==> src/rtl/chenc_ram.sv <==
// Generic simple dual-port RAM: one write port, one read port, registered read.
// No dependencies.
module chenc_ram #(
  parameter int WIDTH = 8,
  parameter int DEPTH = 256
) (
  input  logic                     clk,
  input  logic                     we,
  input  logic [$clog2(DEPTH)-1:0] waddr,
  input  logic [WIDTH-1:0]         wdata,
  input  logic [$clog2(DEPTH)-1:0] raddr,
  output logic [WIDTH-1:0]         rdata
);

  logic [WIDTH-1:0] mem_r [DEPTH];
  logic [WIDTH-1:0] rdata_r;

  always_ff @(posedge clk) begin
    if (we) begin
      mem_r[waddr] <= wdata;
    end
    rdata_r <= mem_r[raddr];
  end

  assign rdata = rdata_r;

endmodule

==> config.mk <==
export PLATFORM = sky130hd
export DESIGN_NAME = chenc_ram
export DESIGN_NICKNAME = d
export VERILOG_FILES = /design/src/rtl/chenc_ram.sv
export SDC_FILE = /design/constraint.sdc
export NUM_CORES = 2
export LEC_CHECK = 0
export ABC_CLOCK_PERIOD_IN_PS = 2300
export BUFFER_PORTS_ARGS = -buffer_cell sky130_fd_sc_hd__buf_2
export CORE_UTILIZATION = 57
export DETAILED_ROUTE_END_ITERATION = 16
export GPL_TIMING_DRIVEN = 0
export HOLD_SLACK_MARGIN = 0.15
export PLACE_DENSITY = 0.76
export SETUP_SLACK_MARGIN = 0.05
export SYNTH_ARGS = -nofsm -noshare
export SYNTH_HDL_FRONTEND = slang
export SYNTH_SLANG_ARGS = --single-unit
==> constraint.sdc <==
create_clock -name clk -period 2.3 [get_ports clk]
set_clock_uncertainty 0.15 [all_clocks]
set_input_delay 0.23 -clock clk [delete_from_list [all_inputs] [get_ports clk]]
set_output_delay 0.23 -clock clk [all_outputs]
set_load 0.02 [all_outputs]
# ---- Word-level counts from Yosys, hierarchy flattened
# Memory sizes are Yosys's and may differ from the RTL's. A register that Yosys moved wholly into a read port is not among the register bits.
# Cells that the tools add are included.
dict set report word_totals {
  register_bits 0
  ram_bits 2048
  input_bits 26
  out_inout_bits 8
  wordCells 3
  memories 1
}
# name words word_bits read_ports rd_clocked_by_memory_dff write_ports line
set mem_list {}
lappend mem_list {mem_r 256 8 1 1 1 15} ;# logic [WIDTH-1:0] mem_r [DEPTH];
dict set report op_classes {
  muxes 2
}
# cell count
set ops {}
lappend ops {{2-to-1 mux 1 bit} 2}

# ---- Depth between registers and ports, before layout
dict set report depth {
  depth_word 2
  mapped_depth 11
  depth_no_buf 6
}

# ---- Least setup slack after synthesis
# OpenSTA, ideal clock, no wires.
dict set report synth_timing {
  kind {input port to flip-flop}
  startpoint {in raddr[0]}
  endpoint {reg rdata_r[2], in the netlist rdata[2] (read register of mem_r)}
  setup_time_ps 131
  t_arrival_ps 2037
  t_required_ps 2019
  setup_slack_ps -18
  path_stages 9
  n_path_buf 4
  cell_sequence {buf_6 buf_12 buf_8 buf_2 mux4_2 a22oi_1 a21oi_1 nor4_1 nor4_2}
}
# item line
set synth_lines {}
lappend synth_lines {{start: declaration} 11} ;# input logic [$clog2(DEPTH)-1:0] raddr,
lappend synth_lines {{end: declaration} 16} ;# logic [WIDTH-1:0] rdata_r;

==> impl_metrics.py <==
metrics = {
    "cts": {
        "cts_root_buf": "clkbuf_16",
        "clk_path_buf_depth": 3,
        "cts_made_buffers": 194,
        "clkTransAtPathRegs_ps": 70,
        "cts_tree": "built",
        "clock_latency_ps": 850,
        "clkSinkCount": 2056,
        "h-tree-depth": 4,
    },
    "route": {
        "routed_wl_um": 233000,
        "first_pass_iters": 9,
        "post_drt_wl_per_cell_um": 38.8,
        "drc": 0,
        "drt_iter0_markers": 8161,
        "drtAntennaViolNets": 0,
        "vias": 42816,
        "drt-vias-per-instance": 7.13,
    },
    "sta": {
        "slew_viol_final": 0,
        "hold_viol_final": 0,
        "slew_headroom_pct": 10.3,
        "whs_ps": 218,
        "setup_viol": 311,
        "rsz0062_at_grt": "true",
        "tightest_slew_ps": 1340,
        "fin_crit_ps": 2710,
        "fin_ws_ps": -409,
        "period_share_pct": 118,
        "fmax_mhz": 369,
    },
    "status": {
        "failed_checks": "setup timing",
        "outcome": "complete, but fails checks",
    },
    "yosys": {
        "ys_types": 55,
        "synth_edf_count": 2048,
        "yosysTopAreaCellShare_pct": 77.3,
        "ys_ff_latch": 2056,
        "async_reset_ff_share_pct": 0,
        "synthTopCellsByCount": "edfxtp_1 (2048), mux4_2 (454), nor2_1 (282)",
        "syn_nets": 3759,
        "synth.avg_cell_area_um2": 21.3,
        "synthesis.area_mm2": 0.0796,
        "synth_cells": 3733,
        "ys_seq_area_share_pct": 77.5,
        "synth_warnings": 0,
        "ys.flop_type": "edfxtp_1",
        "synth_top_area_cell": "edfxtp_1",
        "synth.most_common_cell": "edfxtp_1",
        "synthTopCellsByArea": "edfxtp_1 (77%), mux4_2 (13%), mux2i_1 (1.7%)",
    },
    "global_route": {
        "grt_pass1_vias": 41782,
        "grt-ovfl-total": 0,
        "grt_max_degree": 172,
        "grt.busiest_layer": "met2",
        "use_met3_pct": 12.6,
        "antenna_found_initial": 24,
        "use_met2_pct": 48.0,
        "grt_first_pass_wirelength_um": 319000,
        "grt_use_total_pct": 33.2,
        "grt_util_met1_pct": 43.4,
    },
    "worst_setup_path": {
        "max_stage_delay_ps": 530,
        "slowest_stage": "clkbuf_2",
        "required_ps": 2810,
        "cp-end-kind": "flip-flop",
        "timing.critical_path.buf_inv": 3,
        "crit_arrival_ps": 3220,
        "crit_chain": "buf_2, buf_2, and2_2, clkbuf_2, a22oi_1, a21oi_1, nor4_4, nor4_4",
        "cpLargestDelayFamily": "simple AND/OR/NAND/NOR gates",
        "critPathKind": "input port to flip-flop",
        "critPathLaunchType": "input port",
        "worstPathMaxFanout": 10,
    },
    "floorplan": {
        "coreArea_mm2": 0.138,
        "die_h_um": 376,
        "std_cell_rows": 136,
        "ios": 34,
        "fp.dieArea_mm2": 0.141,
        "die_w_um": 376,
        "start_util_pct": 57.6,
    },
    "pwr": {
        "seqPwrFrac_pct": 53.5,
        "comb_power_share_pct": 6.2,
        "power_density_mw_per_mm2": 851,
        "internal_power_w": 0.0601,
        "power_switching_w": 0.0171,
        "swShare_pct": 22.1,
        "p_leak_nw": 27.7,
        "ir_worst_vdd_mv": 0.865,
        "power_frac_clock_pct": 40.3,
    },
    "run": {
        "max_cap_violations": 0,
    },
    "placed_design": {
        "place.gp.congestion": 1.00,
        "pre_cts_slack_ps": -2930,
        "port_buffers": 26,
        "hpwl_um": 148000,
        "place_inst": 5630,
    },
    "cells_and_area": {
        "syn2layout_area_growth_pct": 14.1,
        "fin_util_pct": 65.8,
        "final_nets": 4008,
        "drive_gt1_share_pct": 29.6,
        "finalNonFillerCells": 6007,
        "nFillCells": 8464,
    },
    "worst_hold_path": {
        "hp-class": "input port to flip-flop",
    },
}
-- cell families (layout without fill, tap and decap cells) --
group | count (synthesis) | count (layout) | synth area share [%]
flip-flops | 2056 | 2056 | 77.5
multiplexers | 591 | 591 | 14.6
AND/OR/NAND/NOR | 466 | 466 | 2.63
AO/OA/AOI/OAI | 385 | 385 | 3.42
buffers and inverters | 235 | 636 | 1.83
other | 0 | 10 | 0
-- worst paths after layout --
| check | cells past startpoint | to | slack, ps | startpoint |
|---|---|---|---|---|
| min reg2reg | 6 | rdata[3] | 1160 | mem_r[40][3] |
| max | 8 | rdata[5] | -410 | raddr[3] |
| max reg2reg | 6 | rdata[5] | -330 | mem_r[211][5] |
| min | 3 | mem_r[243][6] | 220 | waddr[1] |
-- registers in the layout, summed over array words and instances, names as in the netlist --
register	cells
mem_r	2048
rdata	8
-- timing repair --
| action | 4_1_cts | 5_1_grt |
|---|---|---|
| hold buffers | 12 | 5 |
| endpoints found under the hold margin | 1172 | 104 |
| pin swaps | 22 | 18 |
| setup buffers | 2 | 2 |
| setup endpoints to repair | 1194 | 1067 |
| resized for setup | 409 | 190 |
-- stage by stage --
step	TNS, ps	power, W	instance area, µm²
6_report	-13650	0.0772	90700
4_1_cts	-1860	0.0769	90100
3_3_place_gp	-5971360	0.0463	82100
2_1_floorplan	0	0.0442	79600
3_5_place_dp	-1531090	0.0463	82400
5_1_grt	-3480	0.0784	90700
-- layout make-up --
class	count	area, µm²	area share, %
multi-input combinational	1442	18200	20.0
antenna	10	25.0	0.0276
clock inverter	94	801	0.882
clock buffer	254	5270	5.81
inverter	2	11.3	0.0124
sequential	2056	61700	67.9
tap	1863	2330	2.57
buffer	231	1840	2.03
timing repair buffer	55	631	0.695
-- power groups by stage --
stage	Clock, W	Combinational [W]	Sequential [W]
after CTS	0.0310	0.00452	0.0413
after floorplan	0	0.00202	0.0422
after global routing	0.0323	0.00482	0.0413
final	0.0311	0.00480	0.0413
after detailed placement	0	0.00420	0.0421
after global placement	0	0.00405	0.0423
-- worst min-delay path, stage by stage --
cell and delay [ps]:
clkbuf_1 220, nand4_1 360, nor2_2 200
-- metal layers --
metal  part of all wire, %  wire length, µm
met4                   7.0            16300
met2                    44           103000
met1                    33            76000
met3                    16            37000
met5                 0.070              163
-- cell usage in the layout, fill, tap and decap left out, drive strengths merged, types with 22 or more instances in the layout --
cell	n
mux2i	134
o221ai	47
clkinv	75
buf	167
clkbuf	355
a21oi	96
a22oi	133
nor2	282
mux4	456
nand2	33
edfxtp	2048
nor2b	31
nor3	22
nor4	27
nand3	34
o22ai	28
(Power assumes the default switching activity.)
